## src/sv/utbp_pkg.sv

```systemverilog
// Shared types, character codes and sizing constants of the request-target byte parser.
`default_nettype none

package utbp_pkg;

	// Depth of the queue between the classifier and the state engine
	localparam int QUEUE_DEPTH = 2;

	// Result status codes
	localparam logic [1:0] STATUS_RUN  = 2'd0;
	localparam logic [1:0] STATUS_DONE = 2'd1;
	localparam logic [1:0] STATUS_ERR  = 2'd2;

	// Characters with a meaning of their own
	localparam logic [7:0] CH_SPACE = 8'h20;
	localparam logic [7:0] CH_QMARK = 8'h3F;
	localparam logic [7:0] CH_HASH  = 8'h23;
	localparam logic [7:0] CH_PCT   = 8'h25;
	localparam logic [7:0] CH_TILDE = 8'h7E;
	localparam logic [7:0] CH_AT    = 8'h40;
	localparam logic [7:0] CH_SLASH = 8'h2F;

	// Byte class as seen by the state engine
	typedef enum logic [2:0] {
		CL_OK,     // pchar or '/'
		CL_SPACE,
		CL_PCT,
		CL_HASH,
		CL_QMARK,
		CL_BAD
	} cls_t;

	// Classified item handed from front to back
	typedef struct packed {
		cls_t        cls;
		logic        hex;
		logic        first;
		logic [15:0] start;
	} item_t;

endpackage

`default_nettype wire

```

## src/sv/utbp_ifs.sv

```systemverilog
// Valid/ready channel interfaces for input bytes and parse results.
`default_nettype none

interface utbp_in_if;
	logic        valid;
	logic        ready;
	logic [7:0]  byte_value;
	logic        first_byte;
	logic [15:0] start_pos;

	modport source (output valid, output byte_value, output first_byte, output start_pos,
		input ready);
	modport sink (input valid, input byte_value, input first_byte, input start_pos,
		output ready);
endinterface

interface utbp_out_if;
	logic        valid;
	logic        ready;
	logic [1:0]  status;
	logic [15:0] position;
	logic [15:0] path_length;
	logic        query_seen;
	logic [15:0] query_begin;
	logic [15:0] query_length;
	logic        fragment_seen;
	logic [15:0] fragment_begin;
	logic [15:0] fragment_length;

	modport source (output valid, output status, output position, output path_length,
		output query_seen, output query_begin, output query_length,
		output fragment_seen, output fragment_begin, output fragment_length,
		input ready);
	modport sink (input valid, input status, input position, input path_length,
		input query_seen, input query_begin, input query_length,
		input fragment_seen, input fragment_begin, input fragment_length,
		output ready);
endinterface

`default_nettype wire

```

## src/sv/utbp_front.sv

```systemverilog
// Front stage: accepts input bytes, classifies them and registers the result.
`default_nettype none

module utbp_front (
	input  wire logic           clk,
	input  wire logic           arst_n,
	utbp_in_if.sink             in_ch,
	output utbp_pkg::item_t     push_item,
	output logic                push_valid,
	input  wire logic           push_ready
);

	logic            valid_s1;
	utbp_pkg::item_t item_s1;
	utbp_pkg::item_t item_d;

	function automatic logic is_hex(input logic [7:0] c);
		return (c >= 8'h30 && c <= 8'h39) || (c >= 8'h61 && c <= 8'h66) ||
			(c >= 8'h41 && c <= 8'h46);
	endfunction

	// pchar per RFC 3986, plus '/'
	function automatic logic is_path_char(input logic [7:0] c);
		logic ok;
		ok = (c >= 8'h30 && c <= 8'h39) || (c >= 8'h61 && c <= 8'h7A) ||
			(c >= 8'h41 && c <= 8'h5A);
		case (c)
			8'h2D, 8'h2E, 8'h5F, utbp_pkg::CH_TILDE,
			8'h21, 8'h24, 8'h26, 8'h27, 8'h28, 8'h29,
			8'h2A, 8'h2B, 8'h2C, 8'h3B, 8'h3D,
			8'h3A, utbp_pkg::CH_AT, utbp_pkg::CH_SLASH: ok = 1'b1;
			default: ;
		endcase
		return ok;
	endfunction

	function automatic utbp_pkg::cls_t classify(input logic [7:0] c);
		utbp_pkg::cls_t k;
		case (c)
			utbp_pkg::CH_SPACE: k = utbp_pkg::CL_SPACE;
			utbp_pkg::CH_PCT:   k = utbp_pkg::CL_PCT;
			utbp_pkg::CH_HASH:  k = utbp_pkg::CL_HASH;
			utbp_pkg::CH_QMARK: k = utbp_pkg::CL_QMARK;
			default:            k = is_path_char(c) ? utbp_pkg::CL_OK : utbp_pkg::CL_BAD;
		endcase
		return k;
	endfunction

	// Classification of the incoming byte
	always_comb begin
		item_d.cls   = classify(in_ch.byte_value);
		item_d.hex   = is_hex(in_ch.byte_value);
		item_d.first = in_ch.first_byte;
		item_d.start = in_ch.start_pos;
	end

	// Stage register; refills in the cycle it drains
	assign in_ch.ready = !valid_s1 || push_ready;

	always_ff @(posedge clk or negedge arst_n) begin
		if (!arst_n) begin
			valid_s1 <= 1'b0;
		end else if (in_ch.ready) begin
			valid_s1 <= in_ch.valid;
		end
	end

	always_ff @(posedge clk) begin
		if (in_ch.ready && in_ch.valid) begin
			item_s1 <= item_d;
		end
	end

	assign push_valid = valid_s1;
	assign push_item  = item_s1;

endmodule

`default_nettype wire

```

## src/sv/utbp_queue.sv

```systemverilog
// Small FIFO of classified items between the front and the back.
`default_nettype none

module utbp_queue #(
	parameter int DEPTH = utbp_pkg::QUEUE_DEPTH
) (
	input  wire logic            clk,
	input  wire logic            arst_n,
	input  wire logic            push_valid,
	output logic                 push_ready,
	input  wire utbp_pkg::item_t push_item,
	output logic                 pop_valid,
	input  wire logic            pop_ready,
	output utbp_pkg::item_t      pop_item
);

	localparam int PTR_W = $clog2(DEPTH);
	localparam int CNT_W = $clog2(DEPTH + 1);

	utbp_pkg::item_t  entries_q [DEPTH];
	logic [PTR_W-1:0] wr_ptr_q;
	logic [PTR_W-1:0] rd_ptr_q;
	logic [CNT_W-1:0] count_q;
	logic             push;
	logic             pop;

	assign push_ready = (count_q != CNT_W'(DEPTH));
	assign pop_valid  = (count_q != '0);
	assign push       = push_valid && push_ready;
	assign pop        = pop_valid && pop_ready;
	assign pop_item   = entries_q[rd_ptr_q];

	// Pointers and fill count
	always_ff @(posedge clk or negedge arst_n) begin
		if (!arst_n) begin
			wr_ptr_q <= '0;
			rd_ptr_q <= '0;
			count_q  <= '0;
		end else begin
			if (push) begin
				wr_ptr_q <= (wr_ptr_q == PTR_W'(DEPTH - 1)) ? '0 : wr_ptr_q + 1'b1;
			end
			if (pop) begin
				rd_ptr_q <= (rd_ptr_q == PTR_W'(DEPTH - 1)) ? '0 : rd_ptr_q + 1'b1;
			end
			if (push && !pop) begin
				count_q <= count_q + 1'b1;
			end else if (pop && !push) begin
				count_q <= count_q - 1'b1;
			end
		end
	end

	// Storage
	always_ff @(posedge clk) begin
		if (push) begin
			entries_q[wr_ptr_q] <= push_item;
		end
	end

endmodule

`default_nettype wire

```

## src/sv/utbp_back.sv

```systemverilog
// Back stage: parser state engine; its state registers are the result payload.
`default_nettype none

module utbp_back (
	input  wire logic            clk,
	input  wire logic            arst_n,
	input  wire logic            pop_valid,
	output logic                 pop_ready,
	input  wire utbp_pkg::item_t pop_item,
	utbp_out_if.source           out_ch
);

	typedef enum logic [2:0] {
		M_PATH  = 3'd0,
		M_QUERY = 3'd1,
		M_FRAG  = 3'd2,
		M_ESC   = 3'd3,
		M_ERR   = 3'd4
	} mode_t;

	mode_t       mode_q;
	logic [1:0]  esc_ret_q;
	logic        hex_one_q;
	logic        done_q;
	logic [15:0] cursor_q;
	logic [15:0] path_begin_q;
	logic [15:0] path_len_q;
	logic        query_seen_q;
	logic [15:0] query_begin_q;
	logic [15:0] query_len_q;
	logic        frag_seen_q;
	logic [15:0] frag_begin_q;
	logic [15:0] frag_len_q;
	logic        out_valid_q;

	mode_t       m;
	logic [1:0]  er;
	logic        h1;
	logic        dn;
	logic [15:0] cur;
	logic [15:0] pb;
	logic [15:0] pl;
	logic        qs;
	logic [15:0] qb;
	logic [15:0] ql;
	logic        fs;
	logic [15:0] fb;
	logic [15:0] fl;
	logic        at_top;
	logic        pop;

	// A new item is taken when the result register is free or being drained
	assign pop_ready = !out_valid_q || out_ch.ready;
	assign pop       = pop_valid && pop_ready;

	// Next state for the item at the head of the queue
	always_comb begin
		if (pop_item.first) begin
			m   = M_PATH;
			er  = 2'(M_PATH);
			h1  = 1'b0;
			dn  = 1'b0;
			cur = pop_item.start;
			pb  = pop_item.start;
			pl  = '0;
			qs  = 1'b0;
			qb  = '0;
			ql  = '0;
			fs  = 1'b0;
			fb  = '0;
			fl  = '0;
		end else begin
			m   = mode_q;
			er  = esc_ret_q;
			h1  = hex_one_q;
			dn  = done_q;
			cur = cursor_q;
			pb  = path_begin_q;
			pl  = path_len_q;
			qs  = query_seen_q;
			qb  = query_begin_q;
			ql  = query_len_q;
			fs  = frag_seen_q;
			fb  = frag_begin_q;
			fl  = frag_len_q;
		end
		at_top = (cur == 16'hFFFF);

		if (!dn && m != M_ERR) begin
			if (m == M_ESC) begin
				// hex digit of an escape; second digit returns to the saved mode
				if (!pop_item.hex || at_top) begin
					m = M_ERR;
				end else begin
					cur = cur + 16'd1;
					if (h1) begin
						m = mode_t'({1'b0, er});
					end else begin
						h1 = 1'b1;
					end
				end
			end else if (pop_item.cls == utbp_pkg::CL_SPACE) begin
				// end of target: close the open part
				case (m)
					M_PATH:  pl = cur - pb;
					M_QUERY: ql = cur - qb;
					default: fl = cur - fb;
				endcase
				dn = 1'b1;
			end else if (at_top) begin
				m = M_ERR;
			end else begin
				case (pop_item.cls)
					utbp_pkg::CL_PCT: begin
						er  = m[1:0];
						h1  = 1'b0;
						cur = cur + 16'd1;
						m   = M_ESC;
					end
					utbp_pkg::CL_HASH: begin
						if (m == M_FRAG) begin
							m = M_ERR;
						end else begin
							if (m == M_PATH) begin
								pl = cur - pb;
							end else begin
								ql = cur - qb;
							end
							cur = cur + 16'd1;
							fs  = 1'b1;
							fb  = cur;
							fl  = '0;
							m   = M_FRAG;
						end
					end
					utbp_pkg::CL_QMARK: begin
						if (m == M_PATH) begin
							pl  = cur - pb;
							cur = cur + 16'd1;
							qs  = 1'b1;
							qb  = cur;
							ql  = '0;
							m   = M_QUERY;
						end else begin
							cur = cur + 16'd1;
						end
					end
					utbp_pkg::CL_OK: begin
						cur = cur + 16'd1;
					end
					default: begin
						m = M_ERR;
					end
				endcase
			end
		end
	end

	// Parser state, which doubles as the result register
	always_ff @(posedge clk or negedge arst_n) begin
		if (!arst_n) begin
			mode_q        <= M_PATH;
			esc_ret_q     <= 2'(M_PATH);
			hex_one_q     <= 1'b0;
			done_q        <= 1'b0;
			cursor_q      <= '0;
			path_begin_q  <= '0;
			path_len_q    <= '0;
			query_seen_q  <= 1'b0;
			query_begin_q <= '0;
			query_len_q   <= '0;
			frag_seen_q   <= 1'b0;
			frag_begin_q  <= '0;
			frag_len_q    <= '0;
			out_valid_q   <= 1'b0;
		end else begin
			if (pop) begin
				mode_q        <= m;
				esc_ret_q     <= er;
				hex_one_q     <= h1;
				done_q        <= dn;
				cursor_q      <= cur;
				path_begin_q  <= pb;
				path_len_q    <= pl;
				query_seen_q  <= qs;
				query_begin_q <= qb;
				query_len_q   <= ql;
				frag_seen_q   <= fs;
				frag_begin_q  <= fb;
				frag_len_q    <= fl;
				out_valid_q   <= 1'b1;
			end else if (out_ch.ready) begin
				out_valid_q   <= 1'b0;
			end
		end
	end

	assign out_ch.valid           = out_valid_q;
	assign out_ch.status          = (mode_q == M_ERR) ? utbp_pkg::STATUS_ERR :
		(done_q ? utbp_pkg::STATUS_DONE : utbp_pkg::STATUS_RUN);
	assign out_ch.position        = cursor_q;
	assign out_ch.path_length     = path_len_q;
	assign out_ch.query_seen      = query_seen_q;
	assign out_ch.query_begin     = query_begin_q;
	assign out_ch.query_length    = query_len_q;
	assign out_ch.fragment_seen   = frag_seen_q;
	assign out_ch.fragment_begin  = frag_begin_q;
	assign out_ch.fragment_length = frag_len_q;

`ifndef SYNTHESIS
	// state moves only when an item is taken
	a_state_holds: assert property (@(posedge clk) disable iff (!arst_n)
		!pop |=> $stable(cursor_q) && $stable(mode_q) && $stable(done_q))
		else $error("parser state changed without an item");

	// a finished parse ignores bytes until a restart
	a_finished_holds: assert property (@(posedge clk) disable iff (!arst_n)
		pop && !pop_item.first && (done_q || mode_q == M_ERR) |=> $stable(cursor_q))
		else $error("finished parse advanced");

	// an escape never coexists with completion
	a_esc_not_done: assert property (@(posedge clk) disable iff (!arst_n)
		mode_q == M_ESC |-> !done_q)
		else $error("escape mode with completion set");

	// a stalled result is never overwritten
	a_no_overwrite: assert property (@(posedge clk) disable iff (!arst_n)
		out_valid_q && !out_ch.ready |-> !pop)
		else $error("result overwritten while stalled");
`endif

endmodule

`default_nettype wire

```

## src/sv/uri_target_byte_parser_unit.sv

```systemverilog
// Top level of the request-target byte parser: front classifier, queue, state engine.
`default_nettype none

// Takes one request-target byte per item and returns one result item per byte with the
// running parse status, cursor and the begin and length of path, query and fragment.
// A byte flagged first_byte restarts the parse at start_pos. Sustained rate is one item
// per clock cycle in both directions while the result channel is not stalled; that rate is
// set by the state engine, which updates all parser state for each byte at once. From
// input accept to result valid an item passes the classifier register, then a queue
// entry and then the state register, which is also the result register. QUEUE_DEPTH
// sizes the queue between classifier and state engine.
module uri_target_byte_parser_unit #(
	parameter int QUEUE_DEPTH = utbp_pkg::QUEUE_DEPTH
) (
	input  wire logic   clk,
	input  wire logic   arst_n,
	utbp_in_if.sink     in_ch,
	utbp_out_if.source  out_ch
);

	utbp_pkg::item_t push_item;
	logic            push_valid;
	logic            push_ready;
	utbp_pkg::item_t pop_item;
	logic            pop_valid;
	logic            pop_ready;

	utbp_front u_front (
		.clk        (clk),
		.arst_n     (arst_n),
		.in_ch      (in_ch),
		.push_item  (push_item),
		.push_valid (push_valid),
		.push_ready (push_ready)
	);

	utbp_queue #(
		.DEPTH (QUEUE_DEPTH)
	) u_queue (
		.clk        (clk),
		.arst_n     (arst_n),
		.push_valid (push_valid),
		.push_ready (push_ready),
		.push_item  (push_item),
		.pop_valid  (pop_valid),
		.pop_ready  (pop_ready),
		.pop_item   (pop_item)
	);

	utbp_back u_back (
		.clk       (clk),
		.arst_n    (arst_n),
		.pop_valid (pop_valid),
		.pop_ready (pop_ready),
		.pop_item  (pop_item),
		.out_ch    (out_ch)
	);

endmodule

`default_nettype wire
```

## src/flat_wrapper.sv

```systemverilog
// flat-port wrapper written by rule: the top's interface ports become plain ports
module uri_target_byte_parser_unit_flat 
#(
	parameter int QUEUE_DEPTH = utbp_pkg::QUEUE_DEPTH
)
  (clk, arst_n, in_ch_valid, in_ch_byte_value, in_ch_first_byte, in_ch_start_pos, in_ch_ready, out_ch_valid, out_ch_status, out_ch_position, out_ch_path_length, out_ch_query_seen, out_ch_query_begin, out_ch_query_length, out_ch_fragment_seen, out_ch_fragment_begin, out_ch_fragment_length, out_ch_ready);
  utbp_in_if in_ch_i ();
  utbp_out_if out_ch_i ();
  input  wire logic clk;
  input  wire logic arst_n;
  input wire logic [$bits(in_ch_i.valid)-1:0] in_ch_valid;
  input wire logic [$bits(in_ch_i.byte_value)-1:0] in_ch_byte_value;
  input wire logic [$bits(in_ch_i.first_byte)-1:0] in_ch_first_byte;
  input wire logic [$bits(in_ch_i.start_pos)-1:0] in_ch_start_pos;
  output wire logic [$bits(in_ch_i.ready)-1:0] in_ch_ready;
  output wire logic [$bits(out_ch_i.valid)-1:0] out_ch_valid;
  output wire logic [$bits(out_ch_i.status)-1:0] out_ch_status;
  output wire logic [$bits(out_ch_i.position)-1:0] out_ch_position;
  output wire logic [$bits(out_ch_i.path_length)-1:0] out_ch_path_length;
  output wire logic [$bits(out_ch_i.query_seen)-1:0] out_ch_query_seen;
  output wire logic [$bits(out_ch_i.query_begin)-1:0] out_ch_query_begin;
  output wire logic [$bits(out_ch_i.query_length)-1:0] out_ch_query_length;
  output wire logic [$bits(out_ch_i.fragment_seen)-1:0] out_ch_fragment_seen;
  output wire logic [$bits(out_ch_i.fragment_begin)-1:0] out_ch_fragment_begin;
  output wire logic [$bits(out_ch_i.fragment_length)-1:0] out_ch_fragment_length;
  input wire logic [$bits(out_ch_i.ready)-1:0] out_ch_ready;
  assign in_ch_i.valid = in_ch_valid;
  assign in_ch_i.byte_value = in_ch_byte_value;
  assign in_ch_i.first_byte = in_ch_first_byte;
  assign in_ch_i.start_pos = in_ch_start_pos;
  assign in_ch_ready = in_ch_i.ready;
  assign out_ch_valid = out_ch_i.valid;
  assign out_ch_status = out_ch_i.status;
  assign out_ch_position = out_ch_i.position;
  assign out_ch_path_length = out_ch_i.path_length;
  assign out_ch_query_seen = out_ch_i.query_seen;
  assign out_ch_query_begin = out_ch_i.query_begin;
  assign out_ch_query_length = out_ch_i.query_length;
  assign out_ch_fragment_seen = out_ch_i.fragment_seen;
  assign out_ch_fragment_begin = out_ch_i.fragment_begin;
  assign out_ch_fragment_length = out_ch_i.fragment_length;
  assign out_ch_i.ready = out_ch_ready;
  uri_target_byte_parser_unit #(.QUEUE_DEPTH(QUEUE_DEPTH)) u_core (.clk(clk), .arst_n(arst_n), .in_ch(in_ch_i), .out_ch(out_ch_i));
endmodule
```

## config.mk

```make
export PLATFORM = sky130hd
export DESIGN_NAME = uri_target_byte_parser_unit_flat
export DESIGN_NICKNAME = d
export VERILOG_FILES = /design/src/sv/utbp_pkg.sv /design/src/sv/utbp_ifs.sv /design/src/sv/utbp_front.sv /design/src/sv/utbp_queue.sv /design/src/sv/utbp_back.sv /design/src/sv/uri_target_byte_parser_unit.sv /design/src/flat_wrapper.sv
export SDC_FILE = /design/constraint.sdc
export NUM_CORES = 1
export LEC_CHECK = 0
export BUFFER_PORTS_ARGS = -buffer_cell sky130_fd_sc_hd__clkbuf_2
export CAP_MARGIN = 5
export CORE_MARGIN = 1
export CORE_UTILIZATION = 55
export CTS_CLUSTER_DIAMETER = 150
export DETAILED_ROUTE_END_ITERATION = 8
export PLACE_DENSITY = 0.76
export SETUP_SLACK_MARGIN = 0.15
export SLEW_MARGIN = 30
export SYNTH_ARGS = -nofsm -noshare
export SYNTH_HDL_FRONTEND = slang
export SYNTH_SLANG_ARGS = --single-unit
```

## constraint.sdc

```tcl
create_clock -name clk -period 6 [get_ports clk]
set_input_delay 0.9 -clock clk [delete_from_list [all_inputs] [get_ports clk]]
set_output_delay 0.9 -clock clk [all_outputs]
set_load 0.03 [all_outputs]
```

==> After elaboration in Yosys (flattened, before gate mapping) <==
Memory sizes are Yosys's and may differ from the RTL's.
Cells that the tools add are included.
{ "classes": {"add_sub_neg": 8, "magnitude_cmp": 8, "eq_ne": 33, "n_mux": 104, "reduce_logical": 33} }
{ "ops": {"columns": ["op", "count"], "rows": [
  ["16-bit 2-to-1 mux", 46],
  ["8-bit by 6-bit == test with 1-bit output, second input constant", 19],
  ["16-bit one-hot mux with 2 select lines", 3],
  ["16-bit subtractor", 3],
  ["1-bit 2-to-1 mux", 34],
  ["8-bit by 7-bit less-or-equal comparator with 1-bit output, second input constant", 4],
  ["3-bit 2-to-1 mux", 10],
  ["8-bit by 7-bit == test with 1-bit output, second input constant", 3],
  ["3-bit one-hot mux with 4 select lines", 2],
  ["2-bit 2-to-1 mux", 9],
  ["18-bit OR reduction", 1],
  ["16-bit by 1-bit adder with 16-bit output, second input constant", 1],
  ["16-bit == test, second input constant", 1],
  ["8-bit by 7-bit >= comparator with 1-bit output, second input constant", 2],
  ["3-bit by 2-bit == test with 1-bit output, second input constant", 4],
  ["1-bit logical AND", 11],
  ["8-bit by 6-bit >= comparator with 1-bit output, second input constant", 1],
  ["8-bit by 6-bit less-or-equal comparator with 1-bit output, second input constant", 1],
  ["1-bit logical OR", 7],
  ["3-bit by 1-bit == test with 1-bit output, second input constant", 2],
  ["3-bit == test, second input constant", 2],
  ["1-bit zero test", 6],
  ["3-bit zero test", 2],
  ["2-bit nonzero test", 3],
  ["8 further kinds", 9]
]} }
{ "totals": {"reg_bits": 148, "mem_bits_rw": 42, "inputBits": 29, "elab_cells": 209, "memories": 1} }
{ "mem_list": {"columns": ["memory", "words", "word_bits", "read_ports", "rd_ports_with_merged_regs", "write_ports", "line", "rtl"], "rows": [
  ["u_core.u_queue.entries_q", 2, 21, 1, 0, 1, "utbp_queue.sv:20", "utbp_pkg::item_t entries_q [DEPTH];"]
]} }

==> Depth between registers and ports, before layout <==
Gate-level depths: netlist (run 1).
An unclocked memory read counts as a cell.
{ "depth": {"word_depth": 10, "depth_mapped": 20, "depth_no_buf": 15} }

==> Hierarchy <==
From an unflattened synthesis (run 1), not the netlist that was laid out.
{ "hier_totals": {"cells_unflattened": 1094, "area_unflattened_um2": 11138.2} }
{ "by_module_without_submodules": {"columns": ["module", "instances", "cells_per_inst", "area_per_inst_um2"], "rows": [
  ["utbp_back", 1, 936, 8416.8],
  ["utbp_queue", 1, 83, 1731.7],
  ["utbp_front", 1, 75, 989.7]
]} }

==> Least setup slack after synthesis (run 1) <==
Ideal clock, no wire load.
{ "synth_path": {"kind": "register to register", "from": "register u_core.u_queue.rd_ptr_q", "to": "register u_core.u_back.query_len_q[14], in the netlist u_core.u_back.out_ch.query_length[14]", "setup_time_ns": 0.121, "t_arrival_ns": 4.235, "required_ns": 5.879, "slack_ns": 1.644, "path_stages_with_launch": 20, "period_less_slack_ns": 4.356, "path_cell_list": "dfrtp_1 -> buf_6 -> buf_12 -> mux2i_1 -> buf_2 -> buf_2 -> buf_1 -> clkbuf_1 -> clkbuf_1 -> nand2_1 -> fa_1 -> a21o_1 -> a21oi_1 -> a211oi_1 -> o2111ai_1 -> a41oi_1 -> a221o_1 -> a21oi_1 -> xnor2_1 -> a22o_1"} }
{ "synth_between": {"elab_chain_cells": 10, "elab_cells_between_ends": 27, "cone_classes": "add/sub (1); eq/ne (8); mux (14); reduce/logical (3); memory (1)"} }
{ "synth_rtl": {"columns": ["item", "line", "rtl"], "rows": [
  ["start: declaration", "utbp_queue.sv:22", "logic [PTR_W-1:0] rd_ptr_q;"],
  ["start signal: assignment", "utbp_queue.sv:44", "rd_ptr_q <= (rd_ptr_q == PTR_W'(DEPTH - 1)) ? '0 : rd_ptr_q + 1'b1;"],
  ["memory 2 x 21 bit (*)", null, null],
  ["16-bit 2-to-1 mux or 3-bit 2-to-1 mux (tied branches)", "utbp_back.sv:58", "if (pop_item.first) begin"],
  ["16-bit subtractor or 3-bit zero test (tied branches)", null, null],
  ["16-bit 2-to-1 mux", "utbp_back.sv:124", "if (m == M_PATH) begin"],
  ["16-bit 2-to-1 mux", "utbp_back.sv:121", "if (m == M_FRAG) begin"],
  ["16-bit one-hot mux with 2 select lines", "utbp_back.sv:113", "case (pop_item.cls)"],
  ["16-bit 2-to-1 mux", "utbp_back.sv:110", "end else if (at_top) begin"],
  ["16-bit 2-to-1 mux", "utbp_back.sv:102", "end else if (pop_item.cls == utbp_pkg::CL_SPACE) begin"],
  ["16-bit 2-to-1 mux", "utbp_back.sv:90", "if (m == M_ESC) begin"],
  ["16-bit 2-to-1 mux (*)", "utbp_back.sv:89", "if (!dn && m != M_ERR) begin"],
  ["end signal: assignment", "utbp_back.sv:187", "query_len_q <= ql;"],
  ["end: declaration", "utbp_back.sv:30", "logic [15:0] query_len_q;"]
]} }
Every way passes the cells marked *; elsewhere a longest branch is shown, timed or not.
A chain may end at the register's enable or synchronous reset.

==> Worst setup path after layout (run 1) <==
{ "layout_path": {"from": "register u_core.u_queue.rd_ptr_q", "to": "register u_core.u_back.frag_len_q[12], in the netlist u_core.u_back.out_ch.fragment_length[12]"} }
{ "layout_between": {"elab_chain_cells": 9, "elab_cells_between_ends": 25, "cone_classes": "add/sub (1); eq/ne (7); mux (12); reduce/logical (4); memory (1)"} }
{ "layout_rtl": {"columns": ["item", "line", "rtl"], "rows": [
  ["memory 2 x 21 bit (*)", null, null],
  ["parallel branches: the longest is 7 deep, another holds 16-bit subtractor", null, null],
  ["16-bit 2-to-1 mux (*)", "utbp_back.sv:89", null],
  ["end signal: assignment", "utbp_back.sv:190", "frag_len_q <= fl;"],
  ["end: declaration", "utbp_back.sv:33", "logic [15:0] frag_len_q;"]
]} }
Every way passes the cells marked *.

==> out/results.tsv, run 1 <==
metric	value	unit
cts.path.max_buffers	2	
antenna_found_initial	0	
clk_latency	450	ps
cts_hold_repair.buffers	0	
drive_gt1_share	17.96	%
cts-root-buf	clkbuf_16	
async_flop_share	66.84	%
synth_edf_count	63	
synth_top_area_share	26.65	%
startpoint_type	flip-flop	
layout.nets	1432	
cp.required	6350	ps
r2r_slack	1560	ps
first_pass_iters	6	
period_minus_slack	4439	ps
period_share	73.98	%
slew_headroom	31.06	%
synth_seq_cells	190	
n_antenna_cell	0	
crit_top_cell	o21ai_0	
min_to	u_core.u_queue.entries_q[1][13]	
max-cap-violations	0	
die_x	149.3	um
critPathMaxStageDelay	840	ps
status	finished clean	
critPathKind	flip-flop to flip-flop	
syn_nets	1319	
route.antenna.remaining_nets	0	
crit_family	compound AO/OA/AOI/OAI gates	
syn_avg_cell_area	9.633	um^2
ys_seq_area_share	42.51	%
grt-ovfl-total	0	
cts.sinks	190	
place.gp.congestion	0.9519	
yosys_warnings	0	
final_hold_viol_count	0	
hold_path_class	flip-flop to flip-flop	
post-dp-hpwl	26450	um
drt_iter0_markers	737	
drc_errors	0	
tritoncts	done	
yosys.area.top_type	dfrtp_1	
fillers	1798	
arrival	4790	ps
fin_tns_setup	0	ps
numCtsBuffers	17	
grt_usage	33.35	%
crit_chain	buf_4, mux2i_4, inv_1, ha_1, fa_1, nor2b_1, o21a_1, o21ai_0, a21oi_1, o21ai_0, a21oi_1, o21a_1, o21ai_0, a32o_1	
whs	453.4	ps
rsz0062_at_grt	no	
coreArea	21150	um^2
grt_max_degree	80	
regToRegStartpoint	u_core.u_queue.rd_ptr_q	
io_buffers	130	
crit_path_end_kind	flip-flop	
slowest_stage	dfrtp_2	
post_drt_wl_per_cell	22.12	um
fmax	0.2253	GHz
worst-path-buf-inv	2	
netlist-cell-type-count	96	
cts_resized	0	
finClkSkew	14.97	ps
holdPathStages	0	
start_util	56.37	%
die_h	149.3	um
num_rows	53	
cts_setup_buffers	0	
layout_common_cells	206 x nand2_1, 129 x clkbuf_2, 126 x dfrtp_1	
die_area	22280	um^2
areaGrowthSynthToFinish	11.81	%
final_common_cell	nand2_1	
grt_pass1_wl	55330	um
synthTopCellsByArea	dfrtp_1 27%, edfxtp_1 16%, nand2_1 6.5%	
rr_worst_depth	14	
cts_max_level	4	
path_clk_slew	90	ps
synth-main-ff-cell	dfrtp_1	
slew_violations	0	
avgViaCountPerCell	6.331	
r2r_end	u_core.u_back.out_ch.fragment_length[12]	
drt-total-wl	36250	um
netlist_area	11930	um^2
worstHoldStart	u_core.u_front.push_item[13]	
ios	131	
worstMarginPinSlew	1014	ps
grt_pass1_vias	9817	
setup_viol	0	
critPathMaxFanout	25	
syn_inst	1238	
vias	10377	
-- worst max path at each step --
stage,from,endpoint,slack (ps),cells after the start
floorplan,u_core.u_queue.rd_ptr_q,u_core.u_back.out_ch.query_length[14],1640,19
global placement,u_core.u_queue.rd_ptr_q,u_core.u_back.out_ch.path_length[14],1870,15
detailed placement,u_core.u_queue.rd_ptr_q,u_core.u_back.out_ch.path_length[14],1710,15
CTS,u_core.u_queue.rd_ptr_q,u_core.u_back.out_ch.path_length[14],1680,15
global route,u_core.u_queue.rd_ptr_q,u_core.u_back.out_ch.path_length[14],1310,15
finish,u_core.u_queue.rd_ptr_q,u_core.u_back.out_ch.fragment_length[12],1560,14
-- synth_stat cells, types with 23 or more instances --
| cell | number |
|---|---|
| nand3_1 | 29 |
| inv_1 | 26 |
| clkbuf_1 | 23 |
| xor2_1 | 23 |
| ha_1 | 49 |
| mux2i_1 | 58 |
| a21oi_1 | 64 |
| nand2_1 | 207 |
| dfrtp_1 | 127 |
| xnor2_1 | 42 |
| edfxtp_1 | 63 |
| o21ai_0 | 114 |
| nor2_1 | 66 |
-- stage by stage --
| stage | setup WS [ps] | area [um^2] | cells | utilization (%) |
|---|---|---|---|---|
| after floorplan | 1644 | 11930 | 1238 | - |
| after global placement | 1875 | 12730 | 1607 | 60.18 |
| after detailed placement | 1712 | 12740 | 1607 | 60.21 |
| after CTS | 1684 | 13330 | 1639 | 63.01 |
| after global routing | 1314 | 13330 | 1639 | 63.03 |
| final | 1561 | 13330 | 1639 | 63.03 |
-- per-layer routing --
layer / share of wire, % / vias to the layer above / wire, um / track usage (%)
li1: - / 4734 / - / -
met1: 41 / 5020 / 14890 / 42.93
met2: 47 / 512 / 17200 / 54.07
met3: 6.9 / 111 / 2486 / 5.229
met4: 4.6 / 0 / 1679 / 17.70
met5: 0 / - / 0 / 0
-- registers in the layout, summed over array words and instances (netlist names), 16 cells and up --
name / count
u_core.u_front.push_item: 21
u_core.u_back.out_ch.position: 16
u_core.u_back.out_ch.fragment_begin: 16
u_core.u_back.out_ch.query_begin: 16
u_core.u_back.out_ch.fragment_length: 16
u_core.u_back.path_begin_q: 16
u_core.u_queue.entries_q: 42
u_core.u_back.out_ch.query_length: 16
u_core.u_back.out_ch.path_length: 16
-- kinds of logic after synthesis --
group                    share of synthesized area [%]
AO/OA/AOI/OAI                                    19.48
XOR/XNOR                                         4.774
adder cells (fa/ha/maj)                          5.645
buffers and inverters                            3.746
flip-flops                                       42.51
multiplexers                                     7.198
AND/OR/NAND/NOR                                  16.64
-- worst register-to-register path, stage by stage, from the launching register on --
cell and delay [ps]:
dfrtp_2 840, buf_4 520, mux2i_4 430, inv_1 210
ha_1 260, fa_1 410, nor2b_1 260, o21a_1 180
o21ai_0 110, a21oi_1 230, o21ai_0 140, a21oi_1 250
o21a_1 160, o21ai_0 80, a32o_1 260
-- area by class of cell --
| cell class | count | area [um^2] | area share, % |
|---|---|---|---|
| Tap cell | 275 | 344.1 | 2.580 |
| Inverter | 29 | 108.9 | 0.8164 |
| Sequential cell | 190 | 5071 | 38.03 |
| Timing Repair Buffer | 147 | 784.5 | 5.883 |
| Clock buffer | 18 | 429.2 | 3.219 |
| Clock inverter | 14 | 163.9 | 1.229 |
| Multi-Input combinational cell | 966 | 6432 | 48.24 |
Power of run 1 is left out: the tool's default activity adds up to more than one toggle a clock period on the data nets, which glitch-free logic cannot reach.
==> inputs of run 2 (changes only) <==
Clock period 6 ns to 4.31 ns, I/O delays scaled along.
==> out/results.tsv, run 2 (synthesized netlist as in run 1, its figures left out) <==
metric	value	unit
worstMarginPinSlew	898.2	ps
drive_gt1_share	19.13	%
grt_pass1_wl	54750	um
layout_common_cells	206 x nand2_1, 129 x clkbuf_2, 126 x dfrtp_1	
grt-ovfl-total	0	
placed_area	12900	um^2
die_x	149.3	um
drc_errors	0	
fmax	0.2582	GHz
grt_pass1_vias	9634	
largest_reg_flops	42	
crit_path_end_kind	flip-flop	
critPathKind	flip-flop to flip-flop	
slew_headroom	40.12	%
period_share	89.85	%
coreArea	21150	um^2
tritoncts	done	
drt-total-wl	35900	um
antenna_found_initial	0	
rsz0062_at_grt	yes	
avgViaCountPerCell	6.199	
start_util	56.37	%
cp.required	4620	ps
cts.path.max_buffers	2	
vias	10291	
layout.nets	1453	
r2r_end	u_core.u_back.out_ch.path_length[14]	
cts_max_level	4	
numCtsBuffers	17	
critPathMaxFanout	7	
crit_family	compound AO/OA/AOI/OAI gates	
max-cap-violations	0	
fin_area	13490	um^2
clk_latency	440	ps
areaGrowthSynthToFinish	13.08	%
worst-path-buf-inv	2	
hold_path_class	input pin to asynchronous set/reset pin	
n_antenna_cell	0	
status	finished clean	
drt_iter0_markers	808	
post-dp-hpwl	26960	um
period_minus_slack	3873	ps
fin_tns_setup	0	ps
crit_chain	mux2i_1, mux2i_4, inv_1, ha_1, inv_1, fa_1, a21o_1, a21oi_1, o21ai_0, nand2_1, a21oi_1, o41ai_1, o21ai_0, xnor2_1, o21ai_0	
regToRegStartpoint	u_core.u_queue.entries_q[1][16]	
path_clk_slew	80	ps
place.gp.congestion	0.9667	
first_pass_iters	5	
final_common_cell	nand2_1	
num_rows	53	
regMostFlops	u_core.u_queue.entries_q	
io_buffers	130	
cts_setup_buffers	0	
route.antenna.remaining_nets	0	
die_h	149.3	um
critPathMaxStageDelay	560	ps
startpoint_type	flip-flop	
final_hold_viol_count	0	
finClkSkew	13.93	ps
r2r_slack	440	ps
die_area	22280	um^2
cts.sinks	190	
post_drt_wl_per_cell	21.63	um
ios	131	
grt_usage	32.85	%
cts-root-buf	clkbuf_16	
crit_top_cell	o21ai_0	
arrival	4180	ps
slowest_stage	edfxtp_1	
rr_worst_depth	15	
setup_viol	0	
grt_max_degree	71	
slew_violations	0	
[run 2: changes by cell type in the layout (fill, tap and decap cells not counted), sizes merged]
cell | before | now
bufinv | 1 | 0
clkinv | 6 | 4
clkbuf | 147 | 146
inv | 36 | 40
buf | 18 | 39
[run 2: how the worst max path moves through the flow]
stage | startpoint | slack (ps) | endpoint | depth (start not counted)
finish | u_core.u_queue.entries_q[1][16] | 440 | u_core.u_back.out_ch.path_length[14] | 15
global route | u_core.u_queue.rd_ptr_q | 150 | u_core.u_back.out_ch.path_length[14] | 14
CTS | u_core.u_queue.rd_ptr_q | 400 | u_core.u_back.out_ch.path_length[14] | 14
detailed placement | u_core.u_queue.rd_ptr_q | 440 | u_core.u_back.out_ch.path_length[14] | 14
global placement | u_core.u_queue.rd_ptr_q | 600 | u_core.u_back.out_ch.query_length[15] | 14
floorplan | u_core.u_queue.rd_ptr_q | 150 | u_core.u_back.out_ch.query_length[14] | 19
[run 2: worst register-to-register path, delay by kind of cell, from the launching register on]
kind	cells	cell delay [ps]
flops	1	560
mux	2	510
fa+ha+maj	2	650
xor+xnor	1	180
simple gates	1	90
compound gates	7	1480
buf+inv	2	270
[run 2: timing repair]
item | 4_1_cts | 5_1_grt
hold buffers | 0 | 0
gates resized for setup | 0 | 2
endpoints found under the setup margin | 0 | 2
[run 2: per-stage QoR]
stage	utilization [%]	hold slack, ps	cells	worst slack [ps]
after floorplan	-	350.9	1238	154.2
after global placement	60.96	422.5	1628	599.4
after detailed placement	60.97	429.6	1628	444.8
after CTS	63.71	290.4	1660	403.5
after global routing	63.75	317.6	1660	146.0
final	63.75	257.7	1660	437.5
[run 2: area by class of cell]
class | count | area, um^2
Clock inverter | 15 | 153.9
Inverter | 29 | 108.9
Tap cell | 275 | 344.1
Clock buffer | 17 | 425.4
Timing Repair Buffer | 168 | 954.7
Sequential cell | 190 | 5074
Multi-Input combinational cell | 966 | 6425
Fill cell | 1837 | 7669
[run 2: routing by layer]
metal	share of wire (%)	up-vias	global-route usage [%]
met2	48	491	53.86
li1	-	4776	-
met5	0	-	0
met3	7.5	75	4.801
met4	3.2	0	12.70
met1	42	4949	43.90
Power of run 2 is left out for the same reason.
==> inputs of run 3 (changes only) <==
Settings changed: SLEW_MARGIN 30 to 25, SYNTH_HIERARCHICAL set to 1.
Clock period 4.31 ns to 3.8 ns, I/O delays scaled along.
==> out/results.tsv, run 3 <==
metric	value	unit
vias	9197	
fin_cells	1515	
path_clk_slew	70	ps
coreArea	19650	um^2
status	finished clean	
synthTopCellsByArea	dfrtp_1 29%, edfxtp_1 17%, ha_1 5.5%	
die_area	20820	um^2
syn_avg_cell_area	10.18	um^2
yosys.area.top_type	dfrtp_1	
max-cap-violations	0	
cts_max_level	4	
worst_slack	263.4	ps
synth_edf_count	63	
areaGrowthSynthToFinish	16.52	%
largest_reg_flops	42	
fin_tns_setup	0	ps
n_antenna_cell	0	
period_minus_slack	3537	ps
arrival	3860	ps
grt-ovfl-total	0	
ios	131	
tritoncts	done	
finClkSkew	12.26	ps
cts_hold_repair.buffers	0	
start_util	56.67	%
slew_headroom	33.87	%
ys_seq_area_share	45.52	%
async_flop_share	66.84	%
fmax	0.2828	GHz
post-dp-hpwl	22830	um
grt_pass1_vias	8482	
critPathMaxFanout	7	
layout_common_cells	129 x clkbuf_2, 127 x dfrtp_1, 119 x nand2_1	
synth.most_common_cell	dfrtp_1	
cts-root-buf	clkbuf_16	
syn_nets	1175	
regMostFlops	u_core/u_queue/entries_q	
final_common_cell	clkbuf_2	
drive_gt1_share	23.36	%
antenna_found_initial	0	
drt_iter0_markers	799	
num_rows	51	
grt_pass1_wl	46790	um
synth-main-ff-cell	dfrtp_1	
synth_top_area_share	28.53	%
synth_seq_cells	190	
route.antenna.remaining_nets	0	
fin_area	12980	um^2
yosys-top-cells-count	127 x dfrtp_1, 120 x nand2_1, 93 x o21ai_0	
yosys_warnings	6	
rsz0062_at_grt	yes	
post_drt_wl_per_cell	20.37	um
syn_inst	1094	
netlist_area	11140	um^2
critPathKind	flip-flop to flip-flop	
placed_area	12330	um^2
numCtsBuffers	17	
die_x	144.3	um
crit_path_end_kind	flip-flop	
slew_violations	0	
hold_path_class	input pin to asynchronous set/reset pin	
final_hold_viol_count	0	
startpoint_type	flip-flop	
drc_errors	0	
first_pass_iters	6	
grt_usage	30.33	%
avgViaCountPerCell	6.071	
layout.nets	1318	
worstMarginPinSlew	992.0	ps
drt-total-wl	30850	um
cts.sinks	190	
cp.required	4130	ps
cts.path.max_buffers	2	
period_share	93.07	%
die_h	144.3	um
netlist-cell-type-count	79	
setup_viol	0	
grt_max_degree	64	
place_ws	199.1	ps
io_buffers	130	
place.gp.congestion	0.9549	
dp.cells	1475	
clk_latency	440	ps
## run 3: cell count changes after synthesis, sizes merged, moves of 18 or more
cell    previous run  this run
mux2i             69        31
nand2            207       122
nand2b            17        41
mux2               8        29
o21ai            140       101
a21oi             65        47
a22o               9        44
## run 3: per-layer routing
metal / track usage [%] / share of wire (%)
met2: 49.42 / 47
met5: 0 / 0
met4: 12.58 / 3.7
met1: 40.38 / 43
met3: 4.636 / 6.5
## run 3: cells by family (layout without fill, tap and decap cells)
group | count (synthesis) | count (layout) | synth area share (%)
muxes | 60 | 60 | 5.718
DFF | 190 | 190 | 45.52
buffers and inverters | 86 | 242 | 3.707
adders and majority gates | 52 | 52 | 6.044
and+or+nand+nor | 343 | 343 | 15.84
AOI/OAI and AO/OA | 288 | 288 | 17.28
xor gates and xnor gates | 75 | 75 | 5.898
## run 3: what timing repair did
action,in CTS,in global routing
setup buffers,0,8
resized for setup,1,8
gates cloned,0,0
pin swaps,0,1
endpoints found under the setup margin,1,38
## run 3: worst max-delay path, cell delays in order, from the launching register on
cell and delay [ps]:
dfrtp_1 390, buf_4 160, mux2_2 390, mux2i_4 320
ha_2 240, inv_2 40, fa_2 340, a21o_1 170
a21oi_2 170, o21bai_1 130, a21bo_2 250, a21oi_4 190
o211ai_1 150, a31oi_1 190, xnor2_1 110, a22o_1 200
## run 3: layout make-up
class / instances / area (um^2)
clock buffer: 18 / 429.2
clock inverter: 14 / 123.9
fill: 1579 / 6675
inverter: 36 / 135.1
multi-input combinational: 818 / 5881
sequential: 190 / 5070
tap: 265 / 331.6
timing repair buffer: 174 / 1008
## run 3: stage by stage
stage          utilization, %  hold WS (ps)
2_1_floorplan               -         274.4
3_3_place_gp            62.71         423.5
3_5_place_dp            62.71         429.0
4_1_cts                 65.55         75.45
5_1_grt                 66.04         93.02
6_report                66.04         64.63
## run 3: worst paths after layout
kind	slack, ps	start	endpoint	cells past startpoint
hold / removal	60	arst_n	u_core/u_back/out_ch.fragment_length[10]	1
setup / recovery	260	u_core/u_queue/rd_ptr_q	u_core/u_back/out_ch.path_length[14]	15
max in group asynchronous	2910	arst_n	u_core/u_back/path_begin_q[8]	2
setup reg to reg	260	u_core/u_queue/rd_ptr_q	u_core/u_back/out_ch.path_length[14]	15
min in group clk	300	in_ch_start_pos[10]	u_core/u_front/push_item[10]	1
hold reg to reg	450	u_core/u_front/push_item[4]	u_core/u_queue/entries_q[0][4]	0
Power of run 3 is left out for the same reason.
